$ cat config.mk
export PLATFORM = sky130hd
export DESIGN_NAME = crpe_ram
export DESIGN_NICKNAME = d
export VERILOG_FILES = /design/src/sv/assert_macros.svh /design/src/sv/crpe_ram.sv
export SDC_FILE = /design/constraint.sdc
export NUM_CORES = 2
export LEC_CHECK = 0
export BUFFER_PORTS_ARGS = -buffer_cell sky130_fd_sc_hd__buf_2
export CORE_ASPECT_RATIO = 1.4
export CORE_UTILIZATION = 50
export DETAILED_ROUTE_END_ITERATION = 16
export GPL_ROUTABILITY_DRIVEN = 0
export PLACE_DENSITY = 0.65
export SETUP_SLACK_MARGIN = 0.15
export SLEW_MARGIN = 25
export SYNTH_ARGS = -nofsm -noshare
export SYNTH_HDL_FRONTEND = slang
export SYNTH_SLANG_ARGS = --single-unit
$ cat constraint.sdc
create_clock -name clk -period 6.1 [get_ports clk]
set_input_delay 0.305 -clock clk [delete_from_list [all_inputs] [get_ports clk]]
set_output_delay 0.305 -clock clk [all_outputs]
set_load 0.01 [all_outputs]
$ cat src/sv/assert_macros.svh
// assertion macros used by the top-level rtl file
`ifndef ASSERT_MACROS_SVH
`define ASSERT_MACROS_SVH
`ifndef SYNTHESIS
// pre holds -> post holds in the same cycle
`define ASSERT_IMPLY(label, clk, rst, pre, post) \
  label: assert property (@(posedge clk) disable iff (rst) (pre) |-> (post)) \
    else $error("same-cycle check failed");
// pre holds -> post holds in the next cycle
`define ASSERT_NEXT(label, clk, rst, pre, post) \
  label: assert property (@(posedge clk) disable iff (rst) (pre) |=> (post)) \
    else $error("next-cycle check failed");
`else
`define ASSERT_IMPLY(label, clk, rst, pre, post)
`define ASSERT_NEXT(label, clk, rst, pre, post)
`endif
`endif

$ cat src/sv/crpe_ram.sv
// generic single-write, single-read ram with registered read
`default_nettype none
module crpe_ram #(
  parameter int WIDTH = 32,
  parameter int DEPTH = 64
) (
  input  wire logic                     clk,
  input  wire logic                     wr_en,
  input  wire logic [$clog2(DEPTH)-1:0] wr_addr,
  input  wire logic [WIDTH-1:0]         wr_data,
  input  wire logic                     rd_en,
  input  wire logic [$clog2(DEPTH)-1:0] rd_addr,
  output logic      [WIDTH-1:0]         rd_data
);

  logic [WIDTH-1:0] mem [DEPTH];

  // write port and registered read port
  always_ff @(posedge clk) begin
    if (wr_en) begin
      mem[wr_addr] <= wr_data;
    end
    if (rd_en) begin
      rd_data <= mem[rd_addr];
    end
  end

endmodule
`default_nettype wire

; ---- After elaboration in Yosys (flattened, before gate mapping)
; Memories as Yosys holds them, arrays and structs flattened. A register that Yosys moved wholly into a read port is not among the register bits.
; Cells that the tools add are included.
[word_totals]
register_bits = 0
mem_bits_rw = 2048
input_bits = 47
output_inout_bits = 32
n_memories = 1
[op_classes]
n_mux = 2
[memory_table]
columns = memory, words, word_bits, rd, rd_ports_with_merged_regs, write_ports, line
row1 = mem, 64, 32, 1, 1, 1, crpe_ram.sv:16  ; logic [WIDTH-1:0] mem [DEPTH];
[op_table]
columns = cell, n
row1 = two-way mux 1 bit, 2

; ---- Longest topological paths before layout
[depth]
depth_word = 2
ltp_mapped = 10

; ---- Worst setup path before layout
; No wires, ideal clock.
[synth_path]
path_kind = input port to flip-flop
start = input port wr_addr[3]
end = memory mem[48][0], enable pin
arrival_ns = 3.004
required_ns = 5.639
setup_slack_ns = 2.635
stages = 4
path_buffers = 1
path_cell_list = clkbuf_1 nor2b_1 nand4b_1 nor3_1
[synth_rtl]
columns = item, line
row1 = start: declaration, crpe_ram.sv:9  ; input wire logic [$clog2(DEPTH)-1:0] wr_addr,
row2 = end: declaration, crpe_ram.sv:16
; No word-level cell before the write port.

==> metrics <==
Setup TNS 0 ns; setup slack after layout 3.021 ns; I/O pin count 79; Inst Count DP 5450; crit path DAT 3.61 ns; Synth top area share 79.23%; Detailed Route Iter0 Violations 4288; wirelength, routed 199.7 mm; vias in the first global route 37150; H-Tree Depth 4; # Post-CTS Setup Buffers 0; RSZ-0062 raised after global routing no; fin util 56.39%; area of the mapped netlist 78840 um^2; residual DRC count 0; CTS tree built; ys async rst share 0%; Cells after Synth 3324; clk buf depth 3; crit start category primary input; Final ANT Viol Nets 0; Die Span Y 471.8 um; RR Endpoint rd_data[28]; Post-layout nets 3590; Synth-to-Final Area Change 12.07%; Post-Place Worst Slack 2.114 ns; Critical Path RT 6.63 ns; Post-Layout Cell Count 5763; Post-synth EDFFs 2080; f_max 324.8 MHz; Seq/Total Area, Yosys 79.23%; initial antenna violation count 12; Yosys warning count 0; grt total ovfl 0; Max-Cap Viols 0; Synth area leaders edfxtp_1, mux4_2, mux2i_1; reg2reg setup slack 3.58 ns; global-route usage over all layers 25.63%; CTS resizes 0; Port Buffers 78; hpwl dp 107.5 mm; die area 159300 um^2; Tmin final 3.079 ns; pin count of the biggest net entering global routing 105; number of buffers created by CTS 179; WL/cell 34.66 um; Yosys reg bits 2080; Clk Latency, worst-skew pair 0.82 ns; crit-path max FO 59; Initial Utilization 50.32%; CP endpoint kind flip-flop; Vias/cell 6.316; count leader, synth edfxtp_1; Final Setup Violations 0; first-pass GRT wire length 279.9 mm; hold path endpoint mem[56][9]; Cell variety after synth 33; worst-case reg-to-reg path depth 4; fraction of layout cells with a size suffix above 1 29.34%; Syn Area/Cell 23.72 um^2; hold_sp wr_data[9]; row cnt 172; CTS Hold Buffers Added 0; worst flop-to-flop path startpoint mem[47][28]; pwr/cell area 324.1 nW/um^2; status completed; CTS sink cnt 2080; via count 36400; period utilization 50.48%; Clock Skews 0.02670 ns; Hold Crit Class primary input to flip-flop; top cells by count, synth edfxtp_1, mux4_2, nor2_1; hold path cells 1; Yosys top cell by area edfxtp_1; Syn Nets 3371; Final Hold Viols 0; total power 0.02863 W; leakage power 27.25 nW; Clock Pin Slew Worst Setup and Hold Paths 0.06 ns; Die Wd 337.6 um; crit path kind primary input to flip-flop; VDD IR-drop max 0.3027 mV; Root Buffer clkbuf_16; drt first pass iters 7; Slew Limit Fails 0; core area 156700 um^2; Least-Margin Pin Slew 1.096 ns; prevailing post-synth register cell edfxtp_1; slew margin rel. 26.72%
==> where the power goes <==
part	internal, W	total, W	switching, W
Sequential	0.0159	0.0159	0.0000474
Combinational	0.000523	0.00150	0.000975
Clock	0.00629	0.0112	0.00495
==> per-layer routing <==
metal  vias up  track usage [%]  part of all wire [%]
li1      14680                -                     -
met3       316            4.808                   7.7
met4         6            10.16                   4.2
met2      1605            42.37                    51
met1     19790            33.72                    37
met5         -                0                 0.020
==> registers in the layout, indices dropped and copies added, names as in the netlist <==
register / count
rd_data: 32
mem: 2048
==> critical path, stage by stage <==
cell     delay [ns]
buf_8          0.62
buf_12         0.37
buf_12         0.35
mux4_2         0.57
mux4_2         0.58
o22ai_1        0.58
nor2_1         0.11
==> layout by cell type (no fill, tap or decap), types with 15 or more instances in the layout <==
| cell | instances |
|---|---|
| clkinv_1 | 37 |
| clkinv_2 | 23 |
| nor2_4 | 62 |
| clkbuf_16 | 184 |
| clkbuf_1 | 33 |
| nor2_1 | 74 |
| buf_2 | 73 |
| nor2b_1 | 15 |
| bufinv_16 | 19 |
| nand2_1 | 26 |
| buf_4 | 133 |
| mux2i_1 | 93 |
| o221ai_1 | 27 |
| o22ai_1 | 84 |
| a21oi_1 | 62 |
| mux4_2 | 544 |
| edfxtp_1 | 2080 |
==> cell families after synthesis <==
family	count (synthesis)	share of synthesized area, %
DFF	2080	79.23
buffers and inverters	182	1.124
AOI/OAI and AO/OA	202	1.666
muxes	637	16.72
and+or+nand+nor	223	1.260
==> worst max-delay path by stage <==
stage / startpoint / to / slack, ns / depth (start not counted)
after floorplan: wr_addr[3] / mem[48][0] / 2.64 / 4
after global placement: rd_addr[0] / rd_data[25] / 2.15 / 7
after detailed placement: rd_addr[0] / rd_data[25] / 2.11 / 7
after CTS: rd_addr[0] / rd_data[25] / 2.99 / 7
after global routing: rd_addr[0] / rd_data[25] / 2.88 / 7
final: rd_addr[0] / rd_data[25] / 3.02 / 7
==> stage by stage <==
stage	cell area (um^2)	hold slack (ns)
after floorplan	78840	0.4039
after global placement	82640	0.7418
after detailed placement	82660	0.7184
after CTS	88330	0.01113
after global routing	88340	0.03726
final	88350	0.03840
==> layout make-up <==
type	instances	area, um^2
antenna	4	10.01
clock buffer	217	4728
clock inverter	92	937.1
fill	11460	68320
multi-input combinational	1062	15990
sequential	2080	62460
tap	2088	2613
timing repair buffer	220	1612
(Power assumes the default switching activity.)
