===== config.mk =====
export PLATFORM = sky130hd
export DESIGN_NAME = crpe_basis
export DESIGN_NICKNAME = d
export VERILOG_FILES = /design/src/sv/assert_macros.svh /design/src/sv/crpe_pkg.sv /design/src/sv/crpe_basis.sv
export SDC_FILE = /design/constraint.sdc
export NUM_CORES = 2
export LEC_CHECK = 0
export CAP_MARGIN = 25
export CELL_PAD_IN_SITES_DETAIL_PLACEMENT = 1
export CELL_PAD_IN_SITES_GLOBAL_PLACEMENT = 1
export CORE_ASPECT_RATIO = 0.75
export CORE_MARGIN = 2
export CORE_UTILIZATION = 30
export CTS_CLUSTER_SIZE = 16
export DETAILED_ROUTE_END_ITERATION = 10
export DONT_BUFFER_PORTS = 1
export GPL_TIMING_DRIVEN = 0
export PLACE_DENSITY = 0.51
export SETUP_SLACK_MARGIN = 0.02
export SYNTH_ARGS = -nofsm -noshare
export SYNTH_HDL_FRONTEND = slang
export SYNTH_SLANG_ARGS = --single-unit

===== constraint.sdc =====
create_clock -name clk -period 14.4 [get_ports clk]
set_clock_uncertainty 0.15 [all_clocks]
set_input_delay 1.44 -clock clk [delete_from_list [all_inputs] [get_ports clk]]
set_output_delay 1.44 -clock clk [all_outputs]
set_load 0.01 [all_outputs]

===== src/sv/assert_macros.svh =====
// assertion macros used by the top-level rtl file
`ifndef ASSERT_MACROS_SVH
`define ASSERT_MACROS_SVH
`ifndef SYNTHESIS
// pre holds -> post holds in the same cycle
`define ASSERT_IMPLY(label, clk, rst, pre, post) \
  label: assert property (@(posedge clk) disable iff (rst) (pre) |-> (post)) \
    else $error("same-cycle check failed");
// pre holds -> post holds in the next cycle
`define ASSERT_NEXT(label, clk, rst, pre, post) \
  label: assert property (@(posedge clk) disable iff (rst) (pre) |=> (post)) \
    else $error("next-cycle check failed");
`else
`define ASSERT_IMPLY(label, clk, rst, pre, post)
`define ASSERT_NEXT(label, clk, rst, pre, post)
`endif
`endif


===== src/sv/crpe_pkg.sv =====
// shared types, widths and helpers of the catmull-rom point evaluator
`default_nettype none
package crpe_pkg;

  // pipeline depth
  localparam int NST = 8;

  // field widths
  localparam int SLOT_W   = 6;
  localparam int COORD_W  = 16;
  localparam int SEG_W    = 6;
  localparam int FRAC_W   = 16;
  localparam int N_W      = 7;
  localparam int ENTRY_W  = 2 * COORD_W;
  localparam int S_TDATA_W = 64;
  localparam int M_TDATA_W = 32;

  // basis arithmetic widths
  localparam int UU_W  = 2 * FRAC_W;
  localparam int UUU_W = 3 * FRAC_W;
  localparam int T_W   = 52;
  localparam int W_W   = 35;
  localparam int WSUM_W = W_W + 2;

  // blend arithmetic widths
  localparam int PROD_W    = COORD_W + W_W;
  localparam int SUM_W     = 54;
  localparam int SHIFT_OUT = 33;
  localparam int Q_W       = SUM_W - SHIFT_OUT;
  localparam int MOD_W     = N_W + SEG_W;

  // fixed-point constants
  localparam logic signed [T_W-1:0]    W1_CONST   = T_W'(64'h2_0000_0000);
  localparam logic signed [WSUM_W-1:0] WSUM_ONE   = WSUM_W'(64'h2_0000_0000);
  localparam logic signed [SUM_W-1:0]  ROUND_HALF = SUM_W'(64'h1_0000_0000);
  localparam logic signed [COORD_W-1:0] COORD_MAX = 16'sh7FFF;
  localparam logic signed [COORD_W-1:0] COORD_MIN = 16'sh8000;
  localparam logic signed [Q_W-1:0]     SAT_HI    = Q_W'(COORD_MAX);
  localparam logic signed [Q_W-1:0]     SAT_LO    = Q_W'(COORD_MIN);

  // item kind carried in tuser
  typedef enum logic {
    ACT_WRITE = 1'b0,
    ACT_EVAL  = 1'b1
  } action_t;

  // configuration register indexes
  typedef enum logic {
    REG_LOOP_MODE   = 1'b0,
    REG_POINT_COUNT = 1'b1
  } cfg_reg_t;

  // per-stage advance
  typedef struct packed {
    logic [NST:1] en;
  } pipe_ctl_t;

  // one compare-subtract step of a remainder by n shifted left k
  function automatic logic [SEG_W-1:0] mod_step(input logic [SEG_W-1:0] r,
                                                input logic [N_W-1:0] n,
                                                input int unsigned k);
    logic [MOD_W-1:0] d;
    d = MOD_W'(n) << k;
    if (MOD_W'(r) >= d) begin
      mod_step = r - d[SEG_W-1:0];
    end else begin
      mod_step = r;
    end
  endfunction

  // clamp to the signed coordinate range
  function automatic logic signed [COORD_W-1:0] sat16(input logic signed [Q_W-1:0] v);
    if (v > SAT_HI) begin
      sat16 = COORD_MAX;
    end else if (v < SAT_LO) begin
      sat16 = COORD_MIN;
    end else begin
      sat16 = v[COORD_W-1:0];
    end
  endfunction

endpackage
`default_nettype wire


===== src/sv/crpe_basis.sv =====
// cubic basis weight pipeline from the fraction of t
`default_nettype none
module crpe_basis (
  input  wire logic                         clk,
  input  wire crpe_pkg::pipe_ctl_t          ctl,
  input  wire logic [crpe_pkg::FRAC_W-1:0]  u_in,
  output logic [3:0][crpe_pkg::W_W-1:0]     w5
);
  import crpe_pkg::*;

  logic [FRAC_W-1:0]       u1, u2;
  logic [UU_W-1:0]         uu1, uu2;
  logic [UUU_W-1:0]        uuu2;
  logic signed [T_W-1:0]   c, uq, us;
  logic signed [T_W-1:0]   wt0, wt1, wt2, wt3;
  logic [3:0][W_W-1:0]     w3, w4, w_c;

  // weights: floor of the cubic term plus exact lower terms
  always_comb begin
    c   = T_W'(uuu2);
    uq  = T_W'(uu2);
    us  = T_W'(u2);
    wt0 = ((-c) >>> 16) + (uq <<< 1) - (us <<< 16);
    wt1 = (((c <<< 1) + c) >>> 16) - (uq <<< 2) - uq + W1_CONST;
    wt2 = ((-(c <<< 1) - c) >>> 16) + (uq <<< 2) + (us <<< 16);
    wt3 = (c >>> 16) - uq;
    w_c[0] = wt0[W_W-1:0];
    w_c[1] = wt1[W_W-1:0];
    w_c[2] = wt2[W_W-1:0];
    w_c[3] = wt3[W_W-1:0];
  end

  // stage 1 square, stage 2 cube, stage 3 weights, stages 4 and 5 align
  always_ff @(posedge clk) begin
    if (ctl.en[1]) begin
      u1  <= u_in;
      uu1 <= u_in * u_in;
    end
    if (ctl.en[2]) begin
      u2   <= u1;
      uu2  <= uu1;
      uuu2 <= uu1 * u1;
    end
    if (ctl.en[3]) begin
      w3 <= w_c;
    end
    if (ctl.en[4]) begin
      w4 <= w3;
    end
    if (ctl.en[5]) begin
      w5 <= w4;
    end
  end

endmodule
`default_nettype wire


# --- Word-level counts from Yosys, hierarchy flattened ---
# Index checks and enable logic that the tools add are counted.
word_totals:
  latchBits: 0
  memories: 0
  romBits: 0
  register_bits: 564
  ramBits: 0
  out_inout_bits: 140
  in_bits: 25
op_classes:
  add_sub_neg: 12
  reduce_logical: 0
  bitwise_logic: 0
  n_div: 0
  mux: 0
  multipliers: 2
  shifts: 0
  n_eq_ne: 0
  magnitude_cmp: 0
ops:
  columns: ["op", "n"]
  rows:
  - ["$sub A35 B33 Y35", 2]
  - ["$neg A48 Y51", 1]
  - ["$neg A49 Y51", 1]
  - ["$sub A51 B49 Y51", 1]
  - ["$add A49 B48 Y50", 1]
  - ["$mul A32 B16 Y48", 1]
  - ["$add A35 B33 Y35", 1]
  - ["$add A35 B34 Y35", 1]
  - ["$add A35 B35 Y35", 1]
  - ["$add A35 B35 Y35 const B", 1]
  - ["$sub A34 B34 Y35", 1]
  - ["$sub A32 B32 Y33", 1]
  - ["$mul A16 B16 Y32", 1]

# --- Logic depth before layout (Yosys ltp) ---
depth:
  ltp_word: 4
  depth_mapped: 27
  ltp_nobuf: 26

# --- Least setup slack after synthesis ---
# OpenSTA, ideal clock, no wires.
synth_timing:
  path_type: "input port to flip-flop"
  startpoint: "in u_in[7] in the netlist's numbering"
  endpoint: "reg uu1[28], data pin"
  path_stages: 22
  path_slack_ps: 7035
  required_time_ps: 13990
  path_buffers: 1
  arrival_time_ps: 6955
  cell_sequence: "clkbuf_1 -> inv_1 -> nor2_1 -> fa_1 -> fa_1 -> inv_1 -> fa_1 -> inv_1 -> fa_1 -> inv_1 -> fa_1 -> inv_1 -> fa_1 -> ha_1 -> a21o_1 -> a211oi_1 -> a21oi_1 -> a31oi_1 -> nor2_1 -> a221o_1 -> a21oi_1 -> xnor2_1"
synth_between:
  elab_chain_cells: 1
synth_rtl:
  columns: ["item", "line_no", "rtl"]
  rows:
  - ["start: declaration", "crpe_basis.sv:6", "input wire logic [crpe_pkg::FRAC_W-1:0] u_in,"]
  - ["$mul A16 B16 Y32", "crpe_basis.sv:37", "uu1 <= u_in * u_in;"]
  - ["end signal: assignment", "crpe_basis.sv:37", null]
  - ["end: declaration", "crpe_basis.sv:12", "logic [UU_W-1:0] uu1, uu2;"]
# No other way between the ends.
# A chain may end at the register's enable or synchronous reset.

# --- Worst setup path after layout ---
layout_timing:
  startpoint: "reg u1[2]"
  endpoint: "reg uuu2[42], data pin"
layout_between:
  elab_chain_cells: 1
layout_rtl:
  columns: ["item", "line_no", "rtl"]
  rows:
  - ["start: declaration", "crpe_basis.sv:11", "logic [FRAC_W-1:0] u1, u2;"]
  - ["start signal: assignment", "crpe_basis.sv:36", "u1 <= u_in;"]
  - ["$mul A32 B16 Y48", "crpe_basis.sv:42", "uuu2 <= uu1 * u1;"]
  - ["end signal: assignment", "crpe_basis.sv:42", null]
  - ["end: declaration", "crpe_basis.sv:13", "logic [UUU_W-1:0] uuu2;"]
# No other way between the ends.

==> results_dict.tcl <==
set metrics [dict create \
    clk_path_buf_depth 3 \
    yosysUniqueCellTypes 83 \
    max_freq_ghz 0.119 \
    synth.top_cell.area_share 0.306 \
    synth.ff_latch_count 553 \
    rr_startpoint "u1[2]" \
    synthFlopType "edfxtp_1" \
    synth_area_leaders "edfxtp_1 (31%), fa_1 (24%), ha_1 (13%)" \
    drtIter0Drc 1894 \
    clock_latency_ps 680 \
    slew_violations 0 \
    n_fill_cell 20100 \
    hold-path-endpoint "w5[117]" \
    numCtsBuffers 59 \
    slew_headroom 0.278 \
    route.detailed.drc 0 \
    crit_arrival_ps 8710 \
    grt_max_degree 139 \
    synth_edf_count 553 \
    port_buffers 0 \
    endpoint_kind "register" \
    timing.critical_path.from "u1[2]" \
    clock_sinks 553 \
    hp-class "register to register" \
    antennaDiodeCount 0 \
    gp_congestion 0.874 \
    ctsHoldBuffers 0 \
    htreeDepth 2 \
    reg2regPathDepth 19 \
    critPathMaxStageDelay_ps 840 \
    row_count 135 \
    netlist_instances 5142 \
    antenna_left 0 \
    grt_pass1_wl_um 245000 \
    crit_type "register to register" \
    grtUsageTotal 0.174 \
    worstHoldStart "w4[117]" \
    period_minus_slack_ps 8400 \
    synth_top_area_cell "edfxtp_1" \
    slowest_stage "clkbuf_1" \
    cpMostUsedCell "fa_1" \
    start_util 0.302 \
    required_ps 14710 \
    chipWidth_um 496 \
    rsz0062_at_grt "no" \
    cts_root_buffer "clkbuf_16" \
    synth_area_per_cell_um2 10.6 \
    syn-cell-area_um2 54400 \
    dp.cells 7548 \
    core_area_um2 180000 \
    final_common_cell "inv_1" \
    critical_path.max_fanout 10 \
    vias 36200 \
    final-setup-viol-count 0 \
    cts_setup_buffers 0 \
    yosysWarnings 0 \
    fp.dieH_um 373 \
    period_share 0.583 \
    status "completed" \
    mostFrequentLayoutCells "inv_1 (923), fa_1 (642), ha_1 (557), edfxtp_1 (553), nand2_1 (472)" \
    whs_path_depth 0 \
    clk_pin_slew_ps 60 \
    post_drt_wl_per_cell_um 21.1 \
    synth-seq-area-share 0.306 \
    r2r_slack_ps 6000 \
    wirelength_um 161000 \
    place_hpwl_um 134000 \
    cts_tree "built" \
    cap_viol_max_count 0 \
    r2r_end "uuu2[42]" \
    worstPathCellList "clkbuf_1 > nand2_1 > fa_1 > fa_1 > fa_1 > fa_1 > inv_1 > fa_1 > fa_1 > ha_1 > a211oi_1 > nand2_1 > a2111oi_0 > nor2_1 > o41a_1 > a31oi_4 > o21ai_1 > and4_1 > a2111oi_2" \
    setup_tns_ps 0 \
    cts_resized 0 \
    fp.dieArea_um2 185000 \
    pin_count 165 \
    nNetsFinal 6436 \
    tightest_slew_ps 1070 \
    overflow 0 \
    via_per_inst 4.73 \
    area_growth_syn_to_layout_pct 9.04 \
    async_reset_ff_frac 0 \
    first_global_vias 38900 \
    startpoint_type "register" \
    final_cells 7655 \
    hold_viol 0 \
    first_pass_iters 8 \
    antenna_found_initial 13 \
    drive_gt1_frac 0.0240 \
]
==> synth_stat cells (14+ instances only) <==
| library cell | number |
|---|---|
| inv_1 | 923 |
| fa_1 | 642 |
| ha_1 | 557 |
| edfxtp_1 | 553 |
| nand2_1 | 472 |
| and2_1 | 282 |
| a21oi_1 | 238 |
| xnor2_1 | 199 |
| a21o_1 | 164 |
| nor2_1 | 159 |
| clkbuf_1 | 147 |
| o21ai_0 | 118 |
| xor2_1 | 86 |
| nand3_1 | 60 |
| nand4_1 | 47 |
| nor3_1 | 40 |
| a31oi_1 | 39 |
| nand2b_1 | 38 |
| o21bai_1 | 37 |
| o21a_1 | 33 |
| and3_1 | 29 |
| a211oi_1 | 25 |
| nor2b_1 | 25 |
| o31ai_1 | 15 |
| o211ai_1 | 14 |
==> how the worst max path moves through the flow <==
stage               end  slack (ps)  cells past startpoint
4_1_cts        uuu2[42]        6030                     19
3_3_place_gp    w3[103]        5880                     21
3_5_place_dp    uu1[28]        5860                     22
6_report       uuu2[42]        6000                     19
2_1_floorplan   uu1[28]        7030                     22
5_1_grt         w3[104]        5630                     25
==> sequential cells by signal, indices dropped and copies added, names as in the netlist <==
register / count
u1: 16
u2: 16
uu1: 30
uu2: 30
uuu2: 47
w3: 138
w4: 138
w5: 138
==> layout make-up <==
class                      count  area (um^2)  share of cell area
clock inverter                39          365             0.00616
clock buffer                  68         1510              0.0255
sequential                   553        16600               0.280
timing repair buffer           1         5.00           0.0000844
inverter                     923         3460              0.0585
multi-input combinational   3523        33700               0.569
buffer                       151          577             0.00973
tap                         2397         3000              0.0506
==> per-layer routing <==
metal,routed length [um],vias to the layer above,share of wire,global-route usage
met5,12,-,0.000074,0
met3,6680,119,0.041,0.0207
met1,85400,18400,0.53,0.273
li1,-,17100,-,-
met4,2630,2,0.016,0.0299
met2,66500,636,0.41,0.255
==> kinds of logic after synthesis <==
| family | Yosys count | synth area share |
|---|---|---|
| AOI/OAI and AO/OA | 802 | 0.0969 |
| xor gates and xnor gates | 286 | 0.0463 |
| adders and majority gates | 1199 | 0.365 |
| buffers and inverters | 1074 | 0.0744 |
| DFF | 553 | 0.306 |
| muxes | 6 | 0.00117 |
| other | 2 | 0.000138 |
| and+or+nand+nor | 1220 | 0.111 |
==> through the flow <==
stage	instance area (um^2)	hold WS (ps)	utilization	setup slack (ps)
floorplan	54400	250	-	7030
global placement	57400	253	0.318	5880
detailed placement	57400	255	0.318	5860
CTS	59300	248	0.329	6030
global route	59300	267	0.329	5630
finish	59300	249	0.329	6000
==> worst max-delay path: cells and delay by family, from the launching register on <==
kind | cells | cell delay [ps]
fa+ha+maj | 7 | 3520
compound gates | 6 | 2050
buf+inv | 2 | 890
simple gates | 4 | 800
flops | 1 | 760
Power is not shown: default switching activity piles up to over one toggle a cycle in this logic, so the estimate is an artifact.
