[src/sv/assert_macros.svh]
// assertion macros used by the top-level rtl file
`ifndef ASSERT_MACROS_SVH
`define ASSERT_MACROS_SVH
`ifndef SYNTHESIS
// pre holds -> post holds in the same cycle
`define ASSERT_IMPLY(label, clk, rst, pre, post) \
  label: assert property (@(posedge clk) disable iff (rst) (pre) |-> (post)) \
    else $error("same-cycle check failed");
// pre holds -> post holds in the next cycle
`define ASSERT_NEXT(label, clk, rst, pre, post) \
  label: assert property (@(posedge clk) disable iff (rst) (pre) |=> (post)) \
    else $error("next-cycle check failed");
`else
`define ASSERT_IMPLY(label, clk, rst, pre, post)
`define ASSERT_NEXT(label, clk, rst, pre, post)
`endif
`endif

[src/sv/crpe_pkg.sv]
// shared types, widths and helpers of the catmull-rom point evaluator
`default_nettype none
package crpe_pkg;

  // pipeline depth
  localparam int NST = 8;

  // field widths
  localparam int SLOT_W   = 6;
  localparam int COORD_W  = 16;
  localparam int SEG_W    = 6;
  localparam int FRAC_W   = 16;
  localparam int N_W      = 7;
  localparam int ENTRY_W  = 2 * COORD_W;
  localparam int S_TDATA_W = 64;
  localparam int M_TDATA_W = 32;

  // basis arithmetic widths
  localparam int UU_W  = 2 * FRAC_W;
  localparam int UUU_W = 3 * FRAC_W;
  localparam int T_W   = 52;
  localparam int W_W   = 35;
  localparam int WSUM_W = W_W + 2;

  // blend arithmetic widths
  localparam int PROD_W    = COORD_W + W_W;
  localparam int SUM_W     = 54;
  localparam int SHIFT_OUT = 33;
  localparam int Q_W       = SUM_W - SHIFT_OUT;
  localparam int MOD_W     = N_W + SEG_W;

  // fixed-point constants
  localparam logic signed [T_W-1:0]    W1_CONST   = T_W'(64'h2_0000_0000);
  localparam logic signed [WSUM_W-1:0] WSUM_ONE   = WSUM_W'(64'h2_0000_0000);
  localparam logic signed [SUM_W-1:0]  ROUND_HALF = SUM_W'(64'h1_0000_0000);
  localparam logic signed [COORD_W-1:0] COORD_MAX = 16'sh7FFF;
  localparam logic signed [COORD_W-1:0] COORD_MIN = 16'sh8000;
  localparam logic signed [Q_W-1:0]     SAT_HI    = Q_W'(COORD_MAX);
  localparam logic signed [Q_W-1:0]     SAT_LO    = Q_W'(COORD_MIN);

  // item kind carried in tuser
  typedef enum logic {
    ACT_WRITE = 1'b0,
    ACT_EVAL  = 1'b1
  } action_t;

  // configuration register indexes
  typedef enum logic {
    REG_LOOP_MODE   = 1'b0,
    REG_POINT_COUNT = 1'b1
  } cfg_reg_t;

  // per-stage advance
  typedef struct packed {
    logic [NST:1] en;
  } pipe_ctl_t;

  // one compare-subtract step of a remainder by n shifted left k
  function automatic logic [SEG_W-1:0] mod_step(input logic [SEG_W-1:0] r,
                                                input logic [N_W-1:0] n,
                                                input int unsigned k);
    logic [MOD_W-1:0] d;
    d = MOD_W'(n) << k;
    if (MOD_W'(r) >= d) begin
      mod_step = r - d[SEG_W-1:0];
    end else begin
      mod_step = r;
    end
  endfunction

  // clamp to the signed coordinate range
  function automatic logic signed [COORD_W-1:0] sat16(input logic signed [Q_W-1:0] v);
    if (v > SAT_HI) begin
      sat16 = COORD_MAX;
    end else if (v < SAT_LO) begin
      sat16 = COORD_MIN;
    end else begin
      sat16 = v[COORD_W-1:0];
    end
  endfunction

endpackage
`default_nettype wire

[src/sv/crpe_addr.sv]
// point index pipeline: segment remainder, four table indices, range flag
`default_nettype none
module crpe_addr #(
  parameter int MAX_POINTS = 64
) (
  input  wire logic                                clk,
  input  wire crpe_pkg::pipe_ctl_t                 ctl,
  input  wire crpe_pkg::action_t                   in_action,
  input  wire logic [crpe_pkg::SLOT_W-1:0]         in_slot,
  input  wire logic signed [crpe_pkg::COORD_W-1:0] in_x,
  input  wire logic signed [crpe_pkg::COORD_W-1:0] in_y,
  input  wire logic [crpe_pkg::SEG_W-1:0]          in_seg,
  input  wire logic                                loop_mode,
  input  wire logic [crpe_pkg::N_W-1:0]            n_eff,
  output crpe_pkg::action_t                        action4,
  output logic [crpe_pkg::SLOT_W-1:0]              slot4,
  output logic signed [crpe_pkg::COORD_W-1:0]      x4,
  output logic signed [crpe_pkg::COORD_W-1:0]      y4,
  output logic [3:0][$clog2(MAX_POINTS)-1:0]       idx4,
  output logic                                     oor4
);
  import crpe_pkg::*;

  localparam int AW = $clog2(MAX_POINTS);

  action_t                    act1, act2, act3;
  logic [SLOT_W-1:0]          slot1, slot2, slot3;
  logic signed [COORD_W-1:0]  x1, x2, x3, y1, y2, y3;
  logic [SEG_W-1:0]           seg1, seg2, seg3;
  logic [SEG_W-1:0]           r1, r2, r3;
  logic [N_W-1:0]             p, sg, t2, t3;
  logic [3:0][N_W-1:0]        ic;
  logic                       oor_c;

  // stage 1 to 3: remainder of segment by point count, two steps a stage
  always_ff @(posedge clk) begin
    if (ctl.en[1]) begin
      act1  <= in_action;
      slot1 <= in_slot;
      x1    <= in_x;
      y1    <= in_y;
      seg1  <= in_seg;
      r1    <= mod_step(mod_step(in_seg, n_eff, 5), n_eff, 4);
    end
    if (ctl.en[2]) begin
      act2  <= act1;
      slot2 <= slot1;
      x2    <= x1;
      y2    <= y1;
      seg2  <= seg1;
      r2    <= mod_step(mod_step(r1, n_eff, 3), n_eff, 2);
    end
    if (ctl.en[3]) begin
      act3  <= act2;
      slot3 <= slot2;
      x3    <= x2;
      y3    <= y2;
      seg3  <= seg2;
      r3    <= mod_step(mod_step(r2, n_eff, 1), n_eff, 0);
    end
  end

  // index selection for closed and open curves
  always_comb begin
    p  = N_W'(r3);
    sg = N_W'(seg3);
    t2 = p + 7'd1;
    t3 = p + 7'd2;
    if (loop_mode) begin
      ic[0] = (p == '0) ? n_eff - 7'd1 : p - 7'd1;
      ic[1] = p;
      ic[2] = (t2 >= n_eff) ? '0 : t2;
      if (n_eff == 7'd1) begin
        ic[3] = '0;
      end else begin
        ic[3] = (t3 >= n_eff) ? t3 - n_eff : t3;
      end
      oor_c = 1'b0;
    end else begin
      ic[0] = sg;
      ic[1] = sg + 7'd1;
      ic[2] = sg + 7'd2;
      ic[3] = sg + 7'd3;
      oor_c = (sg + 7'd3) >= n_eff;
    end
  end

  // stage 4: table addresses
  always_ff @(posedge clk) begin
    if (ctl.en[4]) begin
      action4 <= act3;
      slot4   <= slot3;
      x4      <= x3;
      y4      <= y3;
      oor4    <= oor_c;
      for (int k = 0; k < 4; k++) begin
        idx4[k] <= AW'(ic[k]);
      end
    end
  end

endmodule
`default_nettype wire

[config.mk]
export PLATFORM = sky130hd
export DESIGN_NAME = crpe_addr
export DESIGN_NICKNAME = d
export VERILOG_FILES = /design/src/sv/assert_macros.svh /design/src/sv/crpe_pkg.sv /design/src/sv/crpe_addr.sv
export SDC_FILE = /design/constraint.sdc
export NUM_CORES = 1
export LEC_CHECK = 0
export BUFFER_PORTS_ARGS = -buffer_cell sky130_fd_sc_hd__buf_2
export CAP_MARGIN = 10
export CELL_PAD_IN_SITES_DETAIL_PLACEMENT = 1
export CELL_PAD_IN_SITES_GLOBAL_PLACEMENT = 2
export CORE_MARGIN = 2
export CORE_UTILIZATION = 35
export CTS_CLUSTER_SIZE = 24
export DETAILED_ROUTE_END_ITERATION = 12
export PLACE_DENSITY_LB_ADDON = 0.1
export SYNTH_ARGS = -nofsm -noshare
export SYNTH_HDL_FRONTEND = slang
export SYNTH_SLANG_ARGS = --single-unit
[constraint.sdc]
create_clock -name clk -period 4.6 [get_ports clk]
set_input_delay 0.23 -clock clk [delete_from_list [all_inputs] [get_ports clk]]
set_output_delay 0.23 -clock clk [all_outputs]
set_load 0.01 [all_outputs]
# After elaboration in Yosys (flattened, before gate mapping)
# Index checks and enable logic that the tools add are counted.
# W data, S select, Z words.
[word_totals]
ramBits = 0
rom_bits = 0
latch_bits = 0
output_inout_bits = 64
regBits = 217
elab_cells = 66
input_bits = 62
memories = 0
[op_classes]
n_addsub = 14
bitwise = 0
shift = 0
div_mod_pow = 0
n_eq_ne = 1
n_reduce_logical = 1
multipliers = 0
magnitude_cmp = 9
n_mux = 14
[ops]
columns = ["op", "n"]
rows = [
  ["$mux W6", 11],
  ["$sub A6 B6 Y6", 7],
  ["$mux W27", 1],
  ["$add A6 B2 Y7 const B", 3],
  ["$ge A7 B7 Y1", 3],
  ["$add A6 B1 Y7 const B", 2],
  ["$mux W7", 2],
  ["$ge A6 B12 Y1", 1],
  ["$ge A6 B11 Y1", 1],
  ["$ge A6 B10 Y1", 1],
  ["$ge A6 B9 Y1", 1],
  ["$ge A6 B8 Y1", 1],
  ["$eq A7 B1 Y1 const B", 1],
  ["$ge A6 B7 Y1", 1],
  ["$sub A6 B1 Y7 const B", 1],
  ["$sub A7 B1 Y7 const B", 1],
  ["$logic_not A6 Y1", 1],
]

# Depth between registers and ports, before layout
[depth]
depth_word = 5
ltp_mapped = 12
ltp_nobuf = 12

# Worst setup path before layout
# Ideal clock, no wire load.
[synth_path]
path_kind = "input port to flip-flop"
start = "in n_eff[1] (netlist bit)"
end = "reg r3[1], data pin"
path_slack_ns = 1.296
path_stages = 11
n_path_buf = 0
setup_time_ns = 0.260
t_arrival_ns = 3.044
required_ns = 4.340
path_cell_list = "inv_1 ha_1 nand4b_1 o32ai_2 nor2_2 mux2_2 ha_1 and3_1 a31oi_1 a211oi_2 mux2_2"
[synth_between]
elab_chain_cells = 5
word_cells_on_any_way = 7
cone_classes = "add/sub (2); order compare (2); mux (3)"
[synth_lines]
columns = ["element", "line_no", "rtl"]
rows = [
  ["from (decl)", "crpe_addr.sv:14", "input wire logic [crpe_pkg::N_W-1:0] n_eff,"],
  ["$ge A6 B8 Y1 / $sub A6 B6 Y6 (equally long branches)", "crpe_pkg.sv:64, crpe_pkg.sv:65", ""],
  ["$mux W6", "crpe_pkg.sv:64", "if (MOD_W'(r) >= d) begin"],
  ["$mux W6", "crpe_addr.sv:53", "if (ctl.en[3]) begin"],
  ["$sub A6 B6 Y6 / $ge A6 B7 Y1 (equally long branches)", "crpe_pkg.sv:65, crpe_pkg.sv:64", ""],
  ["$mux W6 *", "crpe_pkg.sv:64", ""],
  ["to (signal assigned)", "crpe_addr.sv:59", "r3 <= mod_step(mod_step(r2, n_eff, 1), n_eff, 0);"],
  ["to (decl)", "crpe_addr.sv:30", "logic [SEG_W-1:0] r1, r2, r3;"],
]
# Mark *: on every way between the ends. The rest lies on a longest branch, timed or not. The select of a mux whose other input is x is not followed.
# A chain may end at the register's enable or synchronous reset.

# Final worst setup path
[layout_path]
start = "reg r2[5]"
end = "reg r3[5], data pin"
[layout_between]
elab_chain_cells = 5
word_cells_on_any_way = 7
cone_classes = "add/sub (2); order compare (2); mux (3)"
[layout_lines]
columns = ["element", "line_no", "rtl"]
rows = [
  ["from (decl)", "crpe_addr.sv:30", ""],
  ["from (signal assigned)", "crpe_addr.sv:51", "r2 <= mod_step(mod_step(r1, n_eff, 3), n_eff, 2);"],
  ["$ge A6 B8 Y1 / $sub A6 B6 Y6 (equally long branches)", "crpe_pkg.sv:64, crpe_pkg.sv:65", ""],
  ["$mux W6 *", "crpe_pkg.sv:64", ""],
  ["$mux W6 *", "crpe_addr.sv:53", ""],
  ["$sub A6 B6 Y6 / $ge A6 B7 Y1 (equally long branches)", "crpe_pkg.sv:65, crpe_pkg.sv:64", ""],
  ["$mux W6 *", "crpe_pkg.sv:64", ""],
]
# Marked as above.

==> flow_results.xml <==
<?xml version="1.0" encoding="UTF-8"?>
<metrics>
  <group name="synthesis">
    <metric name="synthDistinctLibCells" unit="">56</metric>
    <metric name="synth-edff-count" unit="">211</metric>
    <metric name="ys_dominant_reg_cell" unit="">sky130_fd_sc_hd__edfxtp_1</metric>
    <metric name="post_synth_instance_area" unit="sq um">8930</metric>
    <metric name="postSynthRegisterBits" unit="">211</metric>
    <metric name="seq_area_frac_synth" unit="%">70.9</metric>
    <metric name="asyncSetResetFlopFracSynth" unit="%">0</metric>
    <metric name="synth_cells" unit="">550</metric>
    <metric name="yosys_warnings" unit="">0</metric>
    <metric name="syn_avg_cell_area" unit="sq um">16.2</metric>
    <metric name="total_nets_after_synthesis" unit="">670</metric>
  </group>
  <group name="final_layout">
    <metric name="layout-drive-gt1-share" unit="%">25.1</metric>
    <metric name="layout.cells.most_common" unit="">sky130_fd_sc_hd__edfxtp_1</metric>
    <metric name="antenna_cells_inserted" unit="">0</metric>
    <metric name="area_used_by_multi_input_combinational_logic" unit="sq um">2370</metric>
    <metric name="fin_nets" unit="">858</metric>
    <metric name="mostFrequentLayoutCells" unit="">sky130_fd_sc_hd__edfxtp_1 (211), sky130_fd_sc_hd__buf_2 (121), sky130_fd_sc_hd__ha_1 (53)</metric>
    <metric name="fillCellCount" unit="">2607</metric>
    <metric name="seqCellArea" unit="sq um">6340</metric>
    <metric name="area.growth.synth_to_final" unit="%">24.4</metric>
    <metric name="final_std_cells_w_o_fill" unit="">1086</metric>
  </group>
  <group name="route">
    <metric name="detail_route.drc_violations" unit="">0</metric>
    <metric name="drt_wl_total" unit="um">20000</metric>
    <metric name="antenna_violating_nets_post_route" unit="">0</metric>
    <metric name="vias" unit="">5185</metric>
    <metric name="drt_iter0_markers" unit="">249</metric>
    <metric name="drt-vias-per-instance" unit="">4.77</metric>
    <metric name="firstDrtPassIters" unit="">4</metric>
    <metric name="wl_per_cell" unit="um">18.4</metric>
  </group>
  <group name="power_and_ir_drop">
    <metric name="intPower" unit="mW">3.57</metric>
    <metric name="p_seq_share" unit="%">50.1</metric>
    <metric name="p_sw" unit="mW">1.16</metric>
    <metric name="power_density" unit="nW/um^2">426</metric>
    <metric name="power.static_leakage" unit="nW">4.28</metric>
    <metric name="power.ir.vdd_worst" unit="uV">323</metric>
    <metric name="comb_power_share" unit="%">13.7</metric>
    <metric name="power_frac_clock" unit="%">36.1</metric>
    <metric name="total_power" unit="mW">4.73</metric>
    <metric name="switching_share" unit="%">24.6</metric>
  </group>
  <group name="setup_path">
    <metric name="cp_num_buf_inv" unit="">0</metric>
    <metric name="path_delay_family" unit="">compound AO/OA/AOI/OAI gates</metric>
    <metric name="cp_endpoint_kind" unit="">flip-flop</metric>
    <metric name="crit_required" unit="ns">4.85</metric>
    <metric name="r2r_setup_slk" unit="ns">0.82</metric>
    <metric name="critPathMaxFanout" unit="">6</metric>
    <metric name="cp_slowest_cell" unit="">sky130_fd_sc_hd__a211oi_2</metric>
    <metric name="wp_data_arrival" unit="ns">4.03</metric>
    <metric name="crit_chain" unit="">ha_1 -&gt; a21oi_1 -&gt; o32ai_2 -&gt; nor2_2 -&gt; mux2_2 -&gt; ha_1 -&gt; and3_1 -&gt; a31oi_1 -&gt; a211oi_2 -&gt; mux2_2</metric>
    <metric name="setup.worst_path.class" unit="">reg2reg</metric>
    <metric name="critical_path.max_stage_delay" unit="ns">0.55</metric>
    <metric name="crit_path_start_kind" unit="">flip-flop</metric>
  </group>
  <group name="timing">
    <metric name="rsz0062_at_grt" unit="">false</metric>
    <metric name="skew" unit="ns">0.0125</metric>
    <metric name="fmax" unit="MHz">265</metric>
    <metric name="drv_slew" unit="">0</metric>
    <metric name="finalCritPeriodShare" unit="%">82.1</metric>
    <metric name="number_of_setup_violations_in_the_final_report" unit="">0</metric>
    <metric name="layout_min_cycle_time" unit="ns">3.78</metric>
    <metric name="setup_total_negative_slack" unit="ns">0</metric>
    <metric name="finalHoldViolations" unit="">0</metric>
    <metric name="worst-slew-pin-transition" unit="ns">0.763</metric>
    <metric name="slew-limit-headroom" unit="%">49.1</metric>
  </group>
  <group name="grt">
    <metric name="first_global_vias" unit="">5581</metric>
    <metric name="grt_antenna_before_repair" unit="">0</metric>
    <metric name="grt_pass1_wl" unit="um">30800</metric>
    <metric name="largest_net_degree_at_the_start_of_global_routing" unit="">52</metric>
    <metric name="globalRouteTotalUtil" unit="%">15.0</metric>
    <metric name="global_route.overflow_total" unit="">0</metric>
  </group>
  <group name="cts">
    <metric name="clock_sink_count" unit="">211</metric>
    <metric name="root_buffer" unit="">sky130_fd_sc_hd__clkbuf_16</metric>
    <metric name="cts-htree-levels" unit="">1</metric>
    <metric name="cts-root-to-sink-buffers" unit="">3</metric>
    <metric name="clock_pin_slew_reported_for_the_worst_setup_and_hold_paths_after_clock_tree_synthesis" unit="ns">0.06</metric>
    <metric name="clkLatencyLatePin" unit="ns">0.51</metric>
    <metric name="cts_setup_buffers" unit="">0</metric>
    <metric name="tritoncts_clock_tree" unit="">yes</metric>
    <metric name="cts_inserted_buffers" unit="">24</metric>
  </group>
  <group name="floorplan">
    <metric name="floorplan.io_pins" unit="">126</metric>
    <metric name="die_h" unit="um">164</metric>
    <metric name="fp.dieArea" unit="sq um">26800</metric>
    <metric name="initial_utilization" unit="%">35.6</metric>
    <metric name="die_width" unit="um">164</metric>
    <metric name="core-area" unit="sq um">25100</metric>
    <metric name="row_count" unit="">58</metric>
  </group>
  <group name="worst_hold_path">
    <metric name="worst_hold_path_type" unit="">in2reg</metric>
  </group>
  <group name="placed_design">
    <metric name="final_weighted_congestion_in_routability_driven_placement" unit="">0.776</metric>
    <metric name="dp_hpwl" unit="um">14100</metric>
    <metric name="io_buffers" unit="">121</metric>
    <metric name="dp.cells" unit="">997</metric>
  </group>
  <group name="status">
    <metric name="status" unit="">finished clean</metric>
  </group>
  <group name="flow_run">
    <metric name="cap_viol_max_count" unit="">0</metric>
  </group>
</metrics>
[Yosys cell counts, types with 4 or more instances]
cell type | number | area share [%]
sky130_fd_sc_hd__xor2_1 | 12 | 1.2
sky130_fd_sc_hd__clkbuf_1 | 7 | 0.29
sky130_fd_sc_hd__a31oi_1 | 6 | 0.42
sky130_fd_sc_hd__edfxtp_1 | 211 | 71
sky130_fd_sc_hd__o211ai_1 | 4 | 0.34
sky130_fd_sc_hd__a21o_1 | 7 | 0.59
sky130_fd_sc_hd__xnor2_1 | 23 | 2.3
sky130_fd_sc_hd__nor2b_1 | 5 | 0.35
sky130_fd_sc_hd__nand3_1 | 10 | 0.56
sky130_fd_sc_hd__inv_1 | 41 | 1.7
sky130_fd_sc_hd__a21oi_1 | 20 | 1.1
sky130_fd_sc_hd__o21ai_1 | 4 | 0.22
sky130_fd_sc_hd__nand2_1 | 20 | 0.84
sky130_fd_sc_hd__ha_1 | 53 | 7.4
sky130_fd_sc_hd__o21ai_0 | 20 | 1.1
sky130_fd_sc_hd__fa_1 | 5 | 1.1
sky130_fd_sc_hd__nand4_1 | 4 | 0.28
sky130_fd_sc_hd__o22ai_1 | 8 | 0.56
sky130_fd_sc_hd__nor2_1 | 14 | 0.59
sky130_fd_sc_hd__mux2i_1 | 8 | 0.90
sky130_fd_sc_hd__mux2_2 | 16 | 2.0
[through the flow]
stage	worst slack [ns]	utilization (%)	cell area, sq um	hold WS, ns
3_3_place_gp	0.761	39.6	9940	0.400
3_5_place_dp	0.581	39.6	9940	0.405
5_1_grt	0.643	44.2	11100	0.192
4_1_cts	0.843	44.2	11100	0.182
6_report	0.825	44.2	11100	0.192
2_1_floorplan	1.30	-	8930	0.329
[timing repair]
item / CTS / global route
hold buffers: 45 / 0
gates resized for setup: 0 / 0
endpoints found under the hold margin: 45 / 0
[path summary, 6_finish.rpt]
check / end / from / cells after the start
setup / recovery: r3[5]$_DFFE_PP_ / r2[5]$_DFFE_PP_ / 10
hold / removal: x1[4]$_DFFE_PP_ / ctl[0] / 1
setup reg to reg: r3[5]$_DFFE_PP_ / r2[5]$_DFFE_PP_ / 10
hold reg to reg: act2$_DFFE_PP_ / act1$_DFFE_PP_ / 0
[final cells by class]
type | count | share of cell area (%)
tap | 330 | 3.72
clock inverter | 15 | 0.698
sequential | 211 | 57.0
timing repair buffer | 174 | 10.0
multi-input combinational | 286 | 21.4
clock buffer | 29 | 5.77
inverter | 41 | 1.39
[registers in the layout (all words and copies together), names as in the netlist, 16 cells and up]
signal and cells:
x2 16, idx4 24, x4 16, y4 16, x3 16, x1 16, y1 16, y3 16
y2 16
[logic make-up after synthesis]
| kind of cell | share of synthesized area, % |
|---|---|
| XOR/XNOR | 3.43 |
| adder cells (fa/ha/maj) | 8.55 |
| AND/OR/NAND/NOR | 4.90 |
| AO/OA/AOI/OAI | 6.64 |
| buffers and inverters | 2.49 |
| flip-flops | 70.9 |
| multiplexers | 3.04 |
[per-layer routing]
metal,GRT usage [%],wire length [um],vias to the layer above
li1,-,-,2465
met1,18.5,8440,2566
met2,26.9,10200,114
met3,2.55,799,40
met4,4.43,540,0
met5,0,0,-
[power groups by stage]
stage          sequential (mW)  clock, mW  combinational (mW)
2_1_floorplan             2.40          0               0.381
3_3_place_gp              2.40          0               0.603
3_5_place_dp              2.41          0               0.626
4_1_cts                   2.38       1.76               0.660
5_1_grt                   2.39       1.83               0.724
6_report                  2.37       1.71               0.649
Power figures use the tool's default switching activity.
